[src/gb3_pkg.sv]
package gb3_pkg;

  localparam int ChanW        = 8;
  localparam int NumChan      = 3;
  localparam int ColW         = 11;
  localparam int RowW         = 16;
  localparam int LineWidthW   = 12;
  localparam int FrameHeightW = 16;
  localparam int WeightW      = 16;
  localparam int SumW         = 10;
  localparam int FracBits     = 16;
  localparam int ProdW        = SumW + WeightW;
  localparam int AccW         = ProdW + 2;
  localparam int QDepth       = 4;
  localparam int QPtrW        = 2;
  localparam int AddrW        = 5;
  localparam int DataW        = 32;

  localparam logic [ChanW-1:0]        OutMax             = 8'd255;
  localparam logic [LineWidthW-1:0]   LineWidthReset     = 12'd640;
  localparam logic [FrameHeightW-1:0] FrameHeightReset   = 16'd480;
  localparam logic [WeightW-1:0]      WeightCenterReset  = 16'd16384;
  localparam logic [WeightW-1:0]      WeightEdgeReset    = 16'd8192;
  localparam logic [WeightW-1:0]      WeightCornerReset  = 16'd4096;

  typedef enum logic [2:0] {
    RegLineWidth    = 3'd0,
    RegFrameHeight  = 3'd1,
    RegWeightCenter = 3'd2,
    RegWeightEdge   = 3'd3,
    RegWeightCorner = 3'd4
  } gb3_reg_e;

  // channel 2 is red, 1 green, 0 blue
  typedef logic [NumChan-1:0][ChanW-1:0] gb3_pixel_t;

  typedef struct packed {
    logic own;
    logic right;
    logic inner;
    logic left;
  } gb3_emit_t;

  typedef struct packed {
    logic [LineWidthW-1:0]   line_width;
    logic [FrameHeightW-1:0] frame_height;
  } gb3_geom_t;

  typedef struct packed {
    logic [WeightW-1:0] w_center;
    logic [WeightW-1:0] w_side;
    logic [WeightW-1:0] w_corner;
  } gb3_weights_t;

  typedef struct packed {
    logic [ColW-1:0]                 col;
    logic [RowW-1:0]                 row;
    gb3_emit_t                       emit;
    gb3_pixel_t                      center;
    logic [NumChan-1:0][SumW-1:0]    side_sum;
    logic [NumChan-1:0][SumW-1:0]    corner_sum;
  } gb3_entry_t;

endpackage

[src/gb3_back.sv]
module gb3_back (
  input  logic                       clk_i,
  input  logic                       rst_ni,
  input  gb3_pkg::gb3_weights_t      weights_i,
  input  gb3_pkg::gb3_entry_t        entry_i,
  input  logic                       empty_i,
  output logic                       pop_o,
  output logic                       out_valid_o,
  input  logic                       out_ready_i,
  output logic [gb3_pkg::ColW-1:0]   out_col_o,
  output logic [gb3_pkg::RowW-1:0]   out_row_o,
  output gb3_pkg::gb3_pixel_t        out_pixel_o,
  output logic                       out_last_o
);

  localparam int CenterProdW = gb3_pkg::ChanW + gb3_pkg::WeightW;

  // multiply stage
  logic                                          b1_valid_q;
  logic [gb3_pkg::ColW-1:0]                      b1_col_q;
  logic [gb3_pkg::RowW-1:0]                      b1_row_q;
  gb3_pkg::gb3_emit_t                            b1_emit_q;
  logic [gb3_pkg::NumChan-1:0][CenterProdW-1:0]  b1_center_q;
  logic [gb3_pkg::NumChan-1:0][gb3_pkg::ProdW-1:0] b1_side_q, b1_corner_q;

  // sum/saturate stage, serialized into results
  logic                       b2_valid_q;
  logic [gb3_pkg::ColW-1:0]   b2_col_q;
  logic [gb3_pkg::RowW-1:0]   b2_row_q;
  gb3_pkg::gb3_emit_t         b2_emit_q;
  gb3_pkg::gb3_pixel_t        b2_pixel_q, pixel_d;

  logic                       out_valid_q;
  logic [gb3_pkg::ColW-1:0]   out_col_q, col_sel;
  logic [gb3_pkg::RowW-1:0]   out_row_q, row_sel;
  gb3_pkg::gb3_pixel_t        out_pixel_q, pixel_sel;
  logic                       out_last_q;

  gb3_pkg::gb3_emit_t         sel, rest;
  logic                       load, last, b1_take, b2_take;
  logic [gb3_pkg::AccW-1:0]   acc;
  logic [gb3_pkg::AccW-gb3_pkg::FracBits-1:0] scaled;

  assign load    = b2_valid_q && (!out_valid_q || out_ready_i);
  assign b2_take = !b2_valid_q || (load && last);
  assign b1_take = !b1_valid_q || b2_take;
  assign pop_o   = !empty_i && b1_take;

  always_comb begin
    for (int ch = 0; ch < gb3_pkg::NumChan; ch++) begin
      acc = gb3_pkg::AccW'(b1_center_q[ch]) + gb3_pkg::AccW'(b1_side_q[ch])
          + gb3_pkg::AccW'(b1_corner_q[ch]);
      scaled = acc[gb3_pkg::AccW-1:gb3_pkg::FracBits];
      if (scaled > (gb3_pkg::AccW - gb3_pkg::FracBits)'(gb3_pkg::OutMax)) begin
        pixel_d[ch] = gb3_pkg::OutMax;
      end else begin
        pixel_d[ch] = scaled[gb3_pkg::ChanW-1:0];
      end
    end
  end

  // pick results in order: left border, interior, right border, own pixel
  always_comb begin
    sel       = '0;
    col_sel   = b2_col_q;
    row_sel   = b2_row_q;
    pixel_sel = '0;
    if (b2_emit_q.left) begin
      sel.left = 1'b1;
      col_sel  = '0;
      row_sel  = b2_row_q - 1'b1;
    end else if (b2_emit_q.inner) begin
      sel.inner = 1'b1;
      col_sel   = b2_col_q - 1'b1;
      row_sel   = b2_row_q - 1'b1;
      pixel_sel = b2_pixel_q;
    end else if (b2_emit_q.right) begin
      sel.right = 1'b1;
      row_sel   = b2_row_q - 1'b1;
    end else begin
      sel.own = 1'b1;
    end
    rest = b2_emit_q & ~sel;
    last = (rest == '0);
  end

  always_ff @(posedge clk_i or negedge rst_ni) begin
    if (!rst_ni) begin
      b1_valid_q  <= 1'b0;
      b2_valid_q  <= 1'b0;
      out_valid_q <= 1'b0;
    end else begin
      if (b1_take) begin
        b1_valid_q <= pop_o;
      end
      if (b2_take) begin
        b2_valid_q <= b1_valid_q;
      end
      if (load) begin
        out_valid_q <= 1'b1;
      end else if (out_ready_i) begin
        out_valid_q <= 1'b0;
      end
    end
  end

  always_ff @(posedge clk_i) begin
    if (pop_o) begin
      b1_col_q  <= entry_i.col;
      b1_row_q  <= entry_i.row;
      b1_emit_q <= entry_i.emit;
      for (int ch = 0; ch < gb3_pkg::NumChan; ch++) begin
        b1_center_q[ch] <= CenterProdW'(entry_i.center[ch]) * CenterProdW'(weights_i.w_center);
        b1_side_q[ch]   <= gb3_pkg::ProdW'(entry_i.side_sum[ch])
                         * gb3_pkg::ProdW'(weights_i.w_side);
        b1_corner_q[ch] <= gb3_pkg::ProdW'(entry_i.corner_sum[ch])
                         * gb3_pkg::ProdW'(weights_i.w_corner);
      end
    end
    if (b2_take && b1_valid_q) begin
      b2_col_q   <= b1_col_q;
      b2_row_q   <= b1_row_q;
      b2_emit_q  <= b1_emit_q;
      b2_pixel_q <= pixel_d;
    end else if (load) begin
      b2_emit_q <= rest;
    end
    if (load) begin
      out_col_q   <= col_sel;
      out_row_q   <= row_sel;
      out_pixel_q <= pixel_sel;
      out_last_q  <= last;
    end
  end

  assign out_valid_o = out_valid_q;
  assign out_col_o   = out_col_q;
  assign out_row_o   = out_row_q;
  assign out_pixel_o = out_pixel_q;
  assign out_last_o  = out_last_q;

  a_b2_has_work: assert property (@(posedge clk_i) disable iff (!rst_ni)
    b2_valid_q |-> (b2_emit_q != '0)) else $error("serializer holds an item with no results");

  a_b2_hold: assert property (@(posedge clk_i) disable iff (!rst_ni)
    (b2_valid_q && out_valid_q && !out_ready_i) |=> (b2_valid_q && $stable(b2_emit_q)))
    else $error("serializer advanced while output stalled");

endmodule

[config.mk]
export PLATFORM = sky130hd
export DESIGN_NAME = gb3_back
export DESIGN_NICKNAME = d
export VERILOG_FILES = /design/src/gb3_pkg.sv /design/src/gb3_back.sv
export SDC_FILE = /design/constraint.sdc
export NUM_CORES = 2
export LEC_CHECK = 0
export BUFFER_PORTS_ARGS = -buffer_cell sky130_fd_sc_hd__buf_2
export CAP_MARGIN = 10
export CORE_UTILIZATION = 40
export CTS_CLUSTER_SIZE = 20
export DETAILED_ROUTE_END_ITERATION = 16
export PLACE_DENSITY_LB_ADDON = 0.12
export RECOVER_POWER = 50
export SETUP_SLACK_MARGIN = 0.02
export SLEW_MARGIN = 5
export SYNTH_ARGS = -nofsm -noshare
export SYNTH_HDL_FRONTEND = slang
export SYNTH_SLANG_ARGS = --single-unit
[constraint.sdc]
create_clock -name clk_i -period 32.5 [get_ports clk_i]
set_input_delay 3.25 -clock clk_i [delete_from_list [all_inputs] [get_ports clk_i]]
set_output_delay 3.25 -clock clk_i [all_outputs]
set_load 0.01 [all_outputs]
==> reports/metrics.yaml <==
worst_slew_pin_slew_ps: 4410
placedInstanceArea_um2: 60500
avgRoutedWirePerCell_um: 19.2
die-area_um2: 146000
critical_path_buf_inv_count: 4
start_kind: "input port"
portBuffers: 220
path_max_fanout: 30
area_growth_pct: 7.02
power.density_nw_per_um2: 104
postLayoutCellArea_um2: 61800
yosys_warnings: 0
endpoint: "b1_side_q[50]"
grt_pass1_vias: 42093
core_area_um2: 143000
synth_cell_types: 76
grt_pass1_wl_um: 243000
syn-instance-count: 5811
nNetsFinal: 7593
cts.clk_slew.worst_paths_ps: 70
antenna_left: 0
cts_max_path_buffers: 3
fin_skew_ps: 29.1
holdBufCountCts: 0
rsz0062_at_grt: "false"
cts_root_buffer: "clkbuf_16"
die_y_um: 382
die_w_um: 382
required_ps: 32850
tns_ps: 0
drive_gt1_frac: 0.0463
arrival_ps: 9290
num_vias: 39330
synth_ff_type: "edfxtp_1"
synth_seq_cells: 369
crit_family: "adder cells"
met2_length_um: 70600
htree_levels: 2
worst-path-stages: 20
pre_cts_slack_ps: 23220
dpl.hpwl_um: 116000
maxSlewViolCount: 262
grt_overflow: 0
violations: "max-capacitance violations, max-slew violations"
async_flop_share: 0.00813
cts_sinks: 369
grt_antenna_before_repair: 16
period_share: 0.275
vias_per_cell: 5.04
grt.total_usage: 0.213
period_needed_ps: 8940
max_cap_violations: 7
path_class: "in -> reg"
r2r-start: "b2_emit_q[0]"
postCtsSetupRepairBufs: 0
cts_tree: "built"
cp-startpoint: "weights_i[16]"
synth_edf_count: 366
cp_common_cell: "fa_1"
hold_class: "reg -> reg"
utilization: 0.431
fmax_mhz: 112
wirelength_um: 150000
reg2regPathDepth: 7
critical-path-max-stage-delay_ps: 1110
place_congestion: 0.873
met3WireLength_um: 6510
final-hold-violation-count: 0
r2r_end: "b1_side_q[41]"
fin_cells: 7810
syn_area_per_cell_um2: 9.93
routedLengthMet1_um: 70200
seq_area_frac_synth: 0.192
setup_ws_ps: 23560
clk_latency_ps: 610
cp_cell_sequence: "clkbuf_1 > nand2_1 > fa_1 > fa_1 > inv_1 > fa_1 > fa_1 > inv_1 > fa_1 > inv_1 > ha_1 > nand2_1 > a2111oi_0 > o31ai_1 > nand3_1 > nand4_1 > a31oi_1 > a211o_1 > a21oi_1 > xnor2_1"
cpMaxStageDelayCell: "clkbuf_1"
dr.pass1.iters: 7
finalSetupViolations: 0
drc_errors: 0
netlist_area_um2: 57700
status: "complete, but fails checks"
ir_drop_uv: 79.5
io_pins: 221
initial_utilization: 0.402
grt_max_degree: 73
top_layer_used: "met5"
drtIter0Drc: 2028
relSlewSlack: -1.94
p_leak_nw: 29.5
cts_buffers: 44
rows: 139
reg2reg_slack_ps: 25110
synthesis.nets: 7540
cts_resized: 0
critPathCaptureType: "flop"
dp_cells: 7721
==> kinds of logic (layout without fill, tap and decap cells) <==
kind of cell,Yosys count,in the layout,synth area share
compound gates,548,548,0.0643
xor+xnor,231,231,0.0350
fa+ha+maj,1563,1563,0.466
buf+inv,1243,1332,0.0808
flops,369,369,0.192
mux,5,5,0.000910
other cells,0,7,0
simple gates,1852,1852,0.161
==> worst reg2reg max path, cell delays in order, from the launching register on <==
cell and delay (ps):
edfxtp_1 630, maj3_1 420, o21ai_0 230, nand2_1 140, a31oi_1 1060, clkbuf_1 2640
buf_4 1040, buf_4 790
==> placed cells by master (no fill, tap or decap), types with 33 or more instances in the layout <==
master     synthesis  layout
inv_1           1021    1021
clkbuf_16          0      46
and2_0             0      45
nor2_1           137     137
xnor2_1          166     166
o21ai_0           82      83
a21oi_1          167     168
edfxtp_1         366     366
a21o_1            87      87
nand2_1          738     738
xor2_1            65      65
nand3_1           42      42
and2_1           739     694
buf_2              1     161
clkbuf_1         221      66
ha_1             581     581
nor3_1            54      54
fa_1             981     981
nand2b_1          33      33
==> how the worst min path moves through the flow <==
stage / from / to / slack [ps] / cells after the start
final: b1_col_q[7] / b2_col_q[7] / 420 / 0
after global routing: b1_row_q[1] / b2_row_q[1] / 430 / 0
after CTS: b1_row_q[4] / b2_row_q[4] / 420 / 0
after detailed placement: b1_row_q[4] / b2_row_q[4] / 410 / 0
after global placement: b1_row_q[4] / b2_row_q[4] / 400 / 0
after floorplan: b1_col_q[0] / b2_col_q[0] / 400 / 0
==> layer usage <==
metal / GRT usage / vias to the layer above
met5: 0 / -
met4: 0.0355 / 2
met3: 0.0202 / 120
met2: 0.355 / 782
met1: 0.304 / 20124
li1: - / 18302
==> cells in the mapped netlist, types with 4 or more instances <==
cell type	number	area, um^2
ha_1	581	7270
o211a_1	4	40.0
o21ai_0	82	410
or3_1	25	156
o211ai_1	10	75.1
nor3_1	54	270
xor2_1	65	569
or2_2	8	50.1
nor2b_1	21	131
and3_1	19	119
o31a_1	5	43.8
o21ai_1	13	65.1
a41oi_1	5	43.8
nand4_1	11	68.8
a31oi_1	13	81.3
a211o_1	9	78.8
a21oi_1	167	836
nor4_1	15	93.8
a21o_1	87	653
a21oi_2	4	35.0
o21bai_1	31	233
clkbuf_1	221	830
fa_1	981	19600
o31ai_1	12	90.1
a211oi_1	11	82.6
and2_1	739	4620
nor2_1	137	514
inv_1	1021	3830
nand2_1	738	2770
o21a_1	29	218
xnor2_1	166	1450
edfxtp_1	366	11000
o22ai_1	6	37.5
a2111oi_0	8	70.1
nand2b_1	33	206
o41ai_2	5	81.3
nand3_1	42	210
==> sequential cells by signal (all words and copies together) (netlist names), 16 cells and up <==
register	cells
b1_corner_q	78
b1_side_q	78
b1_center_q	72
b2_pixel_q	24
out_pixel_o	24
b1_row_q	16
b2_row_q	16
out_row_o	16
==> layout make-up <==
cell class,count,area [um^2]
diodes,7,17.5
inverters,1021,3830
repair buffers,229,1090
fillers,14013,81700
well taps,1903,2380
clock buffers,51,1170
multi-input cells,4199,42000
flip-flops and latches,369,11100
clock inverters,31,267
==> stage by stage <==
stage / hold slack [ps] / power, mW
floorplan: 400 / 4.64
global placement: 402 / 5.97
detailed placement: 406 / 5.99
CTS: 420 / 6.54
global route: 426 / 7.15
finish: 418 / 6.44
==> report_power, final <==
group / total, mW / internal [mW] / switching, mW
clock network: 0.496 / 0.277 / 0.219
logic: 4.76 / 1.93 / 2.83
registers: 1.18 / 1.01 / 0.169
total: 6.44 / 3.22 / 3.22
(Power assumes the default switching activity.)
