$ cat src/gb3_pkg.sv
package gb3_pkg;

  localparam int ChanW        = 8;
  localparam int NumChan      = 3;
  localparam int ColW         = 11;
  localparam int RowW         = 16;
  localparam int LineWidthW   = 12;
  localparam int FrameHeightW = 16;
  localparam int WeightW      = 16;
  localparam int SumW         = 10;
  localparam int FracBits     = 16;
  localparam int ProdW        = SumW + WeightW;
  localparam int AccW         = ProdW + 2;
  localparam int QDepth       = 4;
  localparam int QPtrW        = 2;
  localparam int AddrW        = 5;
  localparam int DataW        = 32;

  localparam logic [ChanW-1:0]        OutMax             = 8'd255;
  localparam logic [LineWidthW-1:0]   LineWidthReset     = 12'd640;
  localparam logic [FrameHeightW-1:0] FrameHeightReset   = 16'd480;
  localparam logic [WeightW-1:0]      WeightCenterReset  = 16'd16384;
  localparam logic [WeightW-1:0]      WeightEdgeReset    = 16'd8192;
  localparam logic [WeightW-1:0]      WeightCornerReset  = 16'd4096;

  typedef enum logic [2:0] {
    RegLineWidth    = 3'd0,
    RegFrameHeight  = 3'd1,
    RegWeightCenter = 3'd2,
    RegWeightEdge   = 3'd3,
    RegWeightCorner = 3'd4
  } gb3_reg_e;

  // channel 2 is red, 1 green, 0 blue
  typedef logic [NumChan-1:0][ChanW-1:0] gb3_pixel_t;

  typedef struct packed {
    logic own;
    logic right;
    logic inner;
    logic left;
  } gb3_emit_t;

  typedef struct packed {
    logic [LineWidthW-1:0]   line_width;
    logic [FrameHeightW-1:0] frame_height;
  } gb3_geom_t;

  typedef struct packed {
    logic [WeightW-1:0] w_center;
    logic [WeightW-1:0] w_side;
    logic [WeightW-1:0] w_corner;
  } gb3_weights_t;

  typedef struct packed {
    logic [ColW-1:0]                 col;
    logic [RowW-1:0]                 row;
    gb3_emit_t                       emit;
    gb3_pixel_t                      center;
    logic [NumChan-1:0][SumW-1:0]    side_sum;
    logic [NumChan-1:0][SumW-1:0]    corner_sum;
  } gb3_entry_t;

endpackage

$ cat src/gb3_fifo.sv
module gb3_fifo (
  input  logic                 clk_i,
  input  logic                 rst_ni,
  input  logic                 push_i,
  input  gb3_pkg::gb3_entry_t  din_i,
  output logic                 full_o,
  input  logic                 pop_i,
  output gb3_pkg::gb3_entry_t  dout_o,
  output logic                 empty_o
);

  gb3_pkg::gb3_entry_t          mem_q [gb3_pkg::QDepth];
  logic [gb3_pkg::QPtrW-1:0]    wr_ptr_q, rd_ptr_q;
  logic [gb3_pkg::QPtrW:0]      count_q, count_d;

  assign full_o  = (count_q == (gb3_pkg::QPtrW + 1)'(gb3_pkg::QDepth));
  assign empty_o = (count_q == '0);
  assign dout_o  = mem_q[rd_ptr_q];

  always_comb begin
    count_d = count_q;
    if (push_i && !pop_i) begin
      count_d = count_q + 1'b1;
    end else if (pop_i && !push_i) begin
      count_d = count_q - 1'b1;
    end
  end

  always_ff @(posedge clk_i or negedge rst_ni) begin
    if (!rst_ni) begin
      wr_ptr_q <= '0;
      rd_ptr_q <= '0;
      count_q  <= '0;
    end else begin
      count_q <= count_d;
      if (push_i) begin
        wr_ptr_q <= wr_ptr_q + 1'b1;
      end
      if (pop_i) begin
        rd_ptr_q <= rd_ptr_q + 1'b1;
      end
    end
  end

  always_ff @(posedge clk_i) begin
    if (push_i) begin
      mem_q[wr_ptr_q] <= din_i;
    end
  end

  a_no_overflow: assert property (@(posedge clk_i) disable iff (!rst_ni)
    push_i |-> !full_o) else $error("queue written while full");

  a_no_underflow: assert property (@(posedge clk_i) disable iff (!rst_ni)
    pop_i |-> !empty_o) else $error("queue read while empty");

endmodule

$ cat config.mk
export PLATFORM = sky130hd
export DESIGN_NAME = gb3_fifo
export DESIGN_NICKNAME = d
export VERILOG_FILES = /design/src/gb3_pkg.sv /design/src/gb3_fifo.sv
export SDC_FILE = /design/constraint.sdc
export NUM_CORES = 1
export LEC_CHECK = 0
export BUFFER_PORTS_ARGS = -buffer_cell sky130_fd_sc_hd__buf_2
export CAP_MARGIN = 30
export CORE_UTILIZATION = 45
export DETAILED_ROUTE_END_ITERATION = 12
export GPL_ROUTABILITY_DRIVEN = 0
export PLACE_DENSITY = 0.69
export SLEW_MARGIN = 40
export SYNTH_ARGS = -nofsm -noshare
export SYNTH_HDL_FRONTEND = slang
export SYNTH_SLANG_ARGS = --single-unit
$ cat constraint.sdc
create_clock -name clk_i -period 4.7 [get_ports clk_i]
set_clock_uncertainty 0.2 [all_clocks]
set_input_delay 0.94 -clock clk_i [delete_from_list [all_inputs] [get_ports clk_i]]
set_output_delay 0.94 -clock clk_i [all_outputs]
set_load 0.005 [all_outputs]
==> flow_summary.yaml, run 1 <==
run_status:
  outcome: "finished, final reports clean"
pwr:
  power_frac_comb_pct: 26.5
  pwr-share-seq_pct: 46.3
  p_leak_nw: 6.84
  p_per_area_mw_per_mm2: 606
  switching_share_pct: 27.1
  internal_power_w: 0.00892
  net-switching-power_w: 0.00331
  clkPwrFrac_pct: 27.2
  peakVddDrop_uv: 405
critical_path:
  r2r_slack_ns: 2.44
  cp.required_ns: 3.56
  worstRegToRegCells: 4
  crit_type: "reg2out"
  rr_endpoint: "mem_q[2][47]$_DFFE_PP_"
  crit_path_start_kind: "flop"
  reg2reg_from: "wr_ptr_q[0]$_DFFE_PN0P_"
  crit_start: "rd_ptr_q[1]$_DFFE_PN0P_"
  cp-end-kind: "primary output"
  crit_fanout: 33
  crit_end: "dout_o[66]"
  crit_arrival_ns: 2.30
sta:
  hold_violations: 0
  post-route-min-period_ns: 3.44
  setup_tns_ns: 0
  fmax_mhz: 290
  rsz0062_at_grt: "no"
  drv_slew: 0
  tightest_slew_ns: 0.780
  finalCritPeriodShare_pct: 73.3
  slew_headroom_pct: 48.0
  setup_violations: 0
  whs_ns: 0.288
detailed_routing:
  viasPerCell: 5.15
  routed_wl_um: 30700
  drtPass1Iterations: 4
  dr_total_vias: 7453
  drt-wirelength-per-cell_um: 21.2
  ant_nets: 0
  drt-initial-drc-count: 326
  drc: 0
floorplan:
  die_y_um: 196
  rows: 70
  initial_utilization_pct: 46.0
  core_mm2: 0.0369
  die_w_um: 196
  io_pins: 236
  die_area_mm2: 0.0384
yosys:
  ys_types: 19
  syn_area_per_cell_um2: 26.7
  synth_simple_gate_area_share_pct: 0.288
  synth_mux_area_share_pct: 15.3
  ys_warn_count: 0
  synth_seq_area_share_pct: 82.5
  synth-compound-area-share_pct: 0.0295
  synth_top_family_by_area: "multiplexers"
  synthAdderAreaFrac_pct: 0.487
  synthCells: 635
  synth_xor_area_share_pct: 0.310
  synth_seq_cells: 467
  synthesis.area_mm2: 0.0170
  syn-num-nets: 760
clocking:
  cts_buffer_depth: 3
  root_buffer: "clkbuf_16"
  cts_setup_buffers: 0
  cts.clk_slew.worst_paths_ns: 0.06
  cts_tree: "built"
  htreeDepth: 2
  clk_latency_ns: 0.56
  cts_made_buffers: 46
  clock-sinks: 467
final_layout:
  fin_util_pct: 54.7
  fillers: 2767
  finish.net_count: 1030
  area_delta_synth_final_pct: 19.0
  final_layout_size_suffix_gt1_share_pct: 45.5
job:
  drv_cap: 0
grt:
  grt_overflow: 0
  grt_pass1_wl_um: 46700
  antenna_found_initial: 4
  grt_max_degree: 65
  grt_pass1_vias: 8135
  gr-usage-all-layers_pct: 16.4
place:
  hpwl_um: 17900
  io_buffers: 235
worst_hold_path:
  min_path_type: "reg2reg"
## per-stage QoR
stage	setup WS [ns]	total power, W	cells	instance area [um2]
6_report	1.26	0.0122	1448	20200
2_1_floorplan	0.430	0.00781	635	17000
3_5_place_dp	1.82	0.00911	1360	18800
4_1_cts	1.20	0.0125	1444	20200
5_1_grt	1.15	0.0128	1445	20200
3_3_place_gp	1.85	0.00905	1360	18800
## placed cells by master, fill, tap and decap left out, types with 5 or more instances in the layout
cell type | netlist | final
clkinv_1 | 0 | 12
buf_2 | 14 | 235
clkbuf_16 | 0 | 46
clkbuf_1 | 6 | 12
dfrtp_1 | 7 | 5
ha_1 | 5 | 5
buf_4 | 1 | 5
edfxtp_1 | 460 | 460
buf_12 | 0 | 7
mux4_2 | 115 | 115
clkinv_2 | 0 | 7
## area by class of cell
cell class | count | area [um2] | area share (%)
Clock inverter | 25 | 161 | 0.800
Tap cell | 504 | 631 | 3.13
Timing Repair Buffer | 248 | 1360 | 6.76
Inverter | 4 | 15.0 | 0.0744
Multi-Input combinational cell | 138 | 2800 | 13.9
Sequential cell | 467 | 14000 | 69.4
Antenna cell | 4 | 10.0 | 0.0496
Clock buffer | 58 | 1200 | 5.93
## critical path, stage by stage, from the launching register on
cell and delay (ns):
dfrtp_4 0.68, buf_4 0.48, mux4_2 0.38, buf_2 0.15
## synthesized netlist by cell type
cell / instances / area (um2)
fa_1: 1 / 20.0
buf_6: 5 / 56.3
inv_1: 4 / 15.0
mux4_2: 115 / 2590
and2_1: 4 / 25.0
nor3_1: 1 / 5.00
nor2_1: 1 / 3.75
clkbuf_1: 6 / 22.5
xor2_1: 4 / 35.0
dfrtp_1: 7 / 175
o21ai_0: 1 / 5.00
buf_2: 14 / 70.1
xnor2_1: 2 / 17.5
mux2_2: 1 / 11.3
ha_1: 5 / 62.6
buf_4: 1 / 7.51
nor3b_1: 1 / 7.51
edfxtp_1: 460 / 13800
nand2_1: 2 / 7.51
## worst min path at each step
stage,cells past startpoint,start,end
3_5_place_dp,1,count_q[2]$_DFFE_PN0P_,count_q[2]$_DFFE_PN0P_
3_3_place_gp,1,count_q[2]$_DFFE_PN0P_,count_q[2]$_DFFE_PN0P_
2_1_floorplan,1,count_q[2]$_DFFE_PN0P_,count_q[2]$_DFFE_PN0P_
6_report,1,count_q[2]$_DFFE_PN0P_,count_q[2]$_DFFE_PN0P_
4_1_cts,1,count_q[2]$_DFFE_PN0P_,count_q[2]$_DFFE_PN0P_
5_1_grt,1,count_q[2]$_DFFE_PN0P_,count_q[2]$_DFFE_PN0P_
## registers in the layout (all words and copies together) (netlist names)
signal    cells
count_q       3
rd_ptr_q      2
wr_ptr_q      2
mem_q       460
## cells by family after synthesis
group           count (synthesis)
compound gates                  1
xor+xnor                        6
fa+ha+maj                       6
buf+inv                        30
flops                         467
mux                           116
simple gates                    9
## what timing repair did
| item | CTS | global route |
|---|---|---|
| endpoints found under the hold margin | 7 | 0 |
| resized for setup | 0 | 0 |
| hold buffers | 1 | 0 |
## routing by layer
| metal | wire [um] | track usage, % |
|---|---|---|
| met5 | 25 | 0 |
| met4 | 756 | 5.76 |
| met3 | 2110 | 5.45 |
| met2 | 15900 | 28.6 |
| met1 | 11900 | 18.9 |
## power by group through the flow
stage | Sequential, W | Combinational, W | Clock (W)
after floorplan | 0.00572 | 0.00209 | 0
after global placement | 0.00573 | 0.00333 | 0
after detailed placement | 0.00576 | 0.00335 | 0
after CTS | 0.00568 | 0.00336 | 0.00342
after global routing | 0.00573 | 0.00353 | 0.00357
final | 0.00566 | 0.00325 | 0.00332
Note: power is estimated with default switching activity, not from simulation.
==> run 2: changes to the inputs <==
--- a/config.mk
+++ b/config.mk
@@ -5,6 +5,7 @@
 export SDC_FILE = /design/constraint.sdc
 export NUM_CORES = 1
 export LEC_CHECK = 0
+export ABC_AREA = 1
 export BUFFER_PORTS_ARGS = -buffer_cell sky130_fd_sc_hd__buf_2
 export CAP_MARGIN = 30
 export CORE_UTILIZATION = 45
==> constraint.sdc (replaced) <==
create_clock -name clk_i -period 3.2 [get_ports clk_i]
set_clock_uncertainty 0.2 [all_clocks]
set_input_delay 0.64 -clock clk_i [delete_from_list [all_inputs] [get_ports clk_i]]
set_output_delay 0.64 -clock clk_i [all_outputs]
set_load 0.005 [all_outputs]
==> run 2 against run 1 <==
  * Synthesized cell count grew 120%
  * Sequential share of layout area shrank 5.5 points
  * Area after synthesis grew 9.1%
  * Final area grew 8.6%
  * Core utilization shrank 0.068 points
  * Die area grew 9.0%
==> flow_summary.yaml, run 2 <==
run_status:
  outcome: "finished, final reports clean"
clocking:
  clk_latency_ns: 0.55
  cts.clk_slew.worst_paths_ns: 0.06
  cts_tree: "built"
  clock-sinks: 467
  cts_made_buffers: 48
  cts_buffer_depth: 3
  htreeDepth: 2
  ctsResizeCount: 0
  root_buffer: "clkbuf_16"
critical_path:
  crit_fanout: 34
  crit_path_start_kind: "flop"
  reg2reg_from: "wr_ptr_q[0]$_DFFE_PN0P_"
  crit_arrival_ns: 2.21
  cp.required_ns: 2.36
  cp-end-kind: "primary output"
  crit_start: "rd_ptr_q[1]$_DFFE_PN0P_"
  crit_type: "reg2out"
final_layout:
  final_layout_size_suffix_gt1_share_pct: 20.0
  layout_common_cells: "460 x edfxtp_1, 358 x nand2_1, 237 x inv_1"
  design_area_mm2: 0.0219
  final_common_cell: "edfxtp_1"
  area_delta_synth_final_pct: 18.5
  top_regs: "mem_q (460), count_q (3)"
  finish.net_count: 1751
  instances_no_fill: 2189
  largest_reg_flops: 460
  regMostFlops: "mem_q"
pwr:
  peakVddDrop_uv: 499
  p_per_area_mw_per_mm2: 911
  net-switching-power_w: 0.00653
  clkPwrFrac_pct: 26.3
  internal_power_w: 0.0134
  switching_share_pct: 32.7
  power_frac_comb_pct: 31.7
  p_leak_nw: 8.73
  pwr-share-seq_pct: 42.1
yosys:
  ys_warn_count: 0
  synth_edf_count: 460
  yosysMostFrequentCell: "edfxtp_1"
  syn_area_per_cell_um2: 13.3
  synthesis.area_mm2: 0.0185
  synth_seq_cells: 467
  ys_types: 18
  synth_seq_area_share_pct: 75.7
  synth_area_leaders: "edfxtp_1 75%, o211ai_1 9.3%, nand2_1 7.3%, inv_1 4.9%, buf_2 1.1%"
  synth_flop_cell: "edfxtp_1"
  synthTopCellsByCount: "460 x edfxtp_1, 358 x nand2_1, 241 x inv_1"
  yosysTopAreaCellShare_pct: 74.7
  yosysTopAreaCell: "edfxtp_1"
  async_flop_share_pct: 1.50
  synthCells: 1389
  syn-num-nets: 1514
detailed_routing:
  routed_wl_um: 36800
  drc: 0
  dr_total_vias: 10900
  drt-initial-drc-count: 626
  viasPerCell: 4.96
  drtPass1Iterations: 5
  ant_nets: 0
  drt-wirelength-per-cell_um: 16.8
floorplan:
  initial_utilization_pct: 46.1
  core_mm2: 0.0401
  rows: 73
  die_w_um: 205
  die_area_mm2: 0.0419
  die_y_um: 205
  io_pins: 236
job:
  drv_cap: 0
grt:
  grt_max_degree: 70
  grt_overflow: 0
  grt_pass1_wl_um: 57100
  antenna_found_initial: 6
  gr-usage-all-layers_pct: 17.8
  grt_pass1_vias: 10800
sta:
  finalCritPeriodShare_pct: 95.2
  fmax_mhz: 328
  hold_violations: 0
  setup_tns_ns: 0
  tightest_slew_ns: 0.591
  drv_slew: 0
  rsz0062_at_grt: "no"
  setup_violations: 0
  post-route-min-period_ns: 3.05
  slew_headroom_pct: 60.5
worst_hold_path:
  min_from: "din_i[7]"
  min_path_type: "in2reg"
place:
  dpl-instance-area_mm2: 0.0204
  place_inst: 2099
  io_buffers: 235
  hpwl_um: 21600
run 2: what timing repair did:
| action | 4_1_cts | 5_1_grt |
|---|---|---|
| buffers inserted | 0 | 1 |
| hold buffers | 1 | 0 |
| endpoints found under the hold margin | 7 | 0 |
| setup endpoints to repair | 0 | 1 |
run 2: power groups by stage:
| stage | clock network, W | registers (W) | logic [W] |
|---|---|---|---|
| 6_report | 0.00524 | 0.00840 | 0.00633 |
| 3_5_place_dp | 0 | 0.00857 | 0.00639 |
| 2_1_floorplan | 0 | 0.00838 | 0.00387 |
| 4_1_cts | 0.00539 | 0.00844 | 0.00642 |
| 3_3_place_gp | 0 | 0.00852 | 0.00628 |
| 5_1_grt | 0.00561 | 0.00850 | 0.00713 |
run 2: logic make-up (layout without fill, tap and decap cells):
logic type,count (synthesis),after routing,share of synthesized area (%)
AOI/OAI and AO/OA,231,231,9.37
DFF,467,467,75.7
xor gates and xnor gates,4,4,0.190
and+or+nand+nor,362,362,7.38
adders and majority gates,6,6,0.447
buffers and inverters,319,591,6.95
other,0,3,0
run 2: layout make-up:
cell class | instances | area, um2
clock inverter | 29 | 249
clock buffer | 56 | 1230
multi-input combinational | 603 | 3210
timing repair buffer | 264 | 1630
sequential | 467 | 14000
fill | 3181 | 18200
antenna | 3 | 7.51
tap | 525 | 657
inverter | 242 | 926
run 2: routing by layer:
metal  up-vias  part of all wire, %  global-route usage (%)
met1      5228                   42                    22.3
met3        53                  6.1                    4.25
met4         4                  2.1                    5.76
met2       258                   50                    30.3
met5         -                0.073                       0
li1       5321                    -                       -
run 2: worst max-delay path, stage by stage, from the launching register on:
cell      delay [ns]
dfrtp_4         0.68
buf_4           0.49
o211ai_1        0.16
nand2_1         0.15
buf_2           0.13
run 2: metrics by stage:
step | hold slack, ns | util (%) | power [W] | setup WS, ns
6_report | 0.0757 | 54.6 | 0.0200 | 0.154
5_1_grt | 0.0427 | 54.6 | 0.0212 | 0.0606
4_1_cts | 0.0358 | 54.6 | 0.0203 | 0.101
3_5_place_dp | 0.295 | 50.9 | 0.0150 | 0.715
3_3_place_gp | 0.275 | 50.9 | 0.0148 | 0.749
2_1_floorplan | 0.144 | - | 0.0123 | 0.0110
run 2: worst paths after layout:
path | end | cells past startpoint | slack [ns]
hold reg to reg | count_q[2]$_DFFE_PN0P_ | 2 | 0.30
min in group asynchronous | count_q[2]$_DFFE_PN0P_ | 2 | 0.25
setup / recovery | dout_o[63] | 4 | 0.15
max in group asynchronous | rd_ptr_q[0]$_DFFE_PN0P_ | 2 | 2.36
setup reg to reg | mem_q[2][49]$_DFFE_PP_ | 5 | 1.01
hold / removal | mem_q[1][7]$_DFFE_PP_ | 1 | 0.08
==> run 3: changes to the inputs <==
--- a/config.mk
+++ b/config.mk
@@ -11,6 +11,7 @@
 export CORE_UTILIZATION = 45
 export DETAILED_ROUTE_END_ITERATION = 12
 export GPL_ROUTABILITY_DRIVEN = 0
+export HOLD_SLACK_MARGIN = 0.1
 export PLACE_DENSITY = 0.69
 export SLEW_MARGIN = 40
 export SYNTH_ARGS = -nofsm -noshare
==> run 3 against run 2 <==
  * Sequential share of layout area fell by 3.2 points
  * Total power is 0.80% higher
  * Routed wire length increased by 3.1%
  * Sequential cell count unchanged
  * Maximum frequency is 0.25% higher
  * Non-clock buffer count rose by 116
  * Cell count is 5.2% higher
  * Global-route usage rose by 0.59 points
  * Core utilization grew 2.9 points
  * Clock-buffer cell count stayed put
  * Hold slack improved by 0.15 ns
  * Register-to-register slack barely moved
==> flow_summary.yaml, run 3 (synthesis gave the netlist of run 2 again) <==
run_status:
  outcome: "finished, final reports clean"
detailed_routing:
  drc: 0
  drtPass1Iterations: 4
  drt-initial-drc-count: 663
  ant_nets: 0
  viasPerCell: 4.91
  dr_total_vias: 11300
  drt-wirelength-per-cell_um: 16.5
  routed_wl_um: 37900
place:
  hpwl_um: 21600
  place_inst: 2099
  dpl-instance-area_mm2: 0.0204
  io_buffers: 235
sta:
  finalCritPeriodShare_pct: 94.9
  rsz0062_at_grt: "no"
  drv_slew: 0
  tightest_slew_ns: 0.589
  hold_violations: 0
  post-route-min-period_ns: 3.04
  setup_violations: 0
  whs_ns: 0.223
  fmax_mhz: 329
  setup_tns_ns: 0
  slew_headroom_pct: 60.6
final_layout:
  largest_reg_flops: 460
  layout_common_cells: "460 x edfxtp_1, 358 x nand2_1, 237 x inv_1"
  regMostFlops: "mem_q"
  regArea_mm2: 0.0140
  top_regs: "mem_q (460), count_q (3)"
  area_delta_synth_final_pct: 24.8
  finish.net_count: 1867
  design_area_mm2: 0.0231
  fillers: 3080
  instances_no_fill: 2303
  multiInputGateArea_mm2: 0.00321
  final_layout_size_suffix_gt1_share_pct: 18.7
  final_common_cell: "edfxtp_1"
floorplan:
  die_area_mm2: 0.0419
  rows: 73
  initial_utilization_pct: 46.1
  die_w_um: 205
  die_y_um: 205
  core_mm2: 0.0401
  io_pins: 236
clocking:
  cts_made_buffers: 48
  htreeDepth: 2
  cts_buffer_depth: 3
  cts_tree: "built"
  root_buffer: "clkbuf_16"
  cts.clk_slew.worst_paths_ns: 0.06
  ctsResizeCount: 0
  clk_latency_ns: 0.55
  clock-sinks: 467
critical_path:
  cp.required_ns: 2.36
  worst-path-buf-inv: 2
  crit_slowest_cell: "dfrtp_4"
  path_cells: "buf_4 -> o211ai_1 -> nand2_1 -> buf_2"
  crit_type: "reg2out"
  cpPeakStageDelay_ns: 0.68
  cp-end-kind: "primary output"
  crit_path_start_kind: "flop"
  critPathTopFamily: "flip-flops"
  crit_arrival_ns: 2.20
  crit_fanout: 34
pwr:
  p_per_area_mw_per_mm2: 873
  p_leak_nw: 9.21
  peakVddDrop_uv: 505
job:
  drv_cap: 0
grt:
  antenna_found_initial: 1
  grt_overflow: 0
  gr-usage-all-layers_pct: 18.4
  grt_pass1_wl_um: 59500
  grt_max_degree: 70
  grt_pass1_vias: 11400
worst_hold_path:
  min_path_type: "in2reg"
run 3: cell types whose count changed in the layout (fill, tap and decap cells not counted), sizes merged:
| cell | previous run | this run |
|---|---|---|
| dlygate4sd3 | 1 | 117 |
| diode | 3 | 1 |
run 3: through the flow:
| stage | util, % | total power, W | setup WS, ns |
|---|---|---|---|
| floorplan | - | 0.0123 | 0.0110 |
| global placement | 50.9 | 0.0148 | 0.749 |
| detailed placement | 50.9 | 0.0150 | 0.715 |
| CTS | 57.5 | 0.0204 | 0.101 |
| global route | 57.5 | 0.0214 | 0.0643 |
| finish | 57.5 | 0.0201 | 0.162 |
run 3: final timing paths:
kind,start,end,slack (ns),cells after the start
worst max-delay path,rd_ptr_q[1]$_DFFE_PN0P_,dout_o[63],0.16,4
worst min-delay path,push_i,wr_ptr_q[0]$_DFFE_PN0P_,0.22,2
worst max register to register,wr_ptr_q[0]$_DFFE_PN0P_,mem_q[2][49]$_DFFE_PP_,1.01,5
worst min register to register,count_q[2]$_DFFE_PN0P_,count_q[2]$_DFFE_PN0P_,0.30,2
max in group asynchronous,rst_ni,rd_ptr_q[0]$_DFFE_PN0P_,2.37,2
min in group asynchronous,rst_ni,count_q[2]$_DFFE_PN0P_,0.24,2
run 3: area by class of cell:
type	count	area share [%]
Clock inverter	29	1.08
Clock buffer	56	5.34
Multi-Input combinational cell	603	13.9
Timing Repair Buffer	380	12.1
Tap cell	525	2.85
Sequential cell	467	60.7
Inverter	242	4.01
Antenna cell	1	0.0108
run 3: routing by layer:
metal  vias up  routed length (um)  GRT usage, %
met1      5436               15800          22.9
met4         0                 843          6.56
met3        55                2180          4.02
met2       279               19100          31.4
met5         -                   0             0
li1       5549                   -             -
run 3: report_power, final:
group | internal (W) | leakage, nW | switching [W] | total [W]
combinational | 0.00248 | 4.18 | 0.00400 | 0.00648
clock | 0.00306 | 0.723 | 0.00218 | 0.00525
sequential | 0.00800 | 4.31 | 0.000407 | 0.00840
run 3: what timing repair did:
action	CTS	global route
endpoints found under the setup margin	0	2
hold buffers	117	0
endpoints found under the hold margin	466	0
buffers inserted	0	1
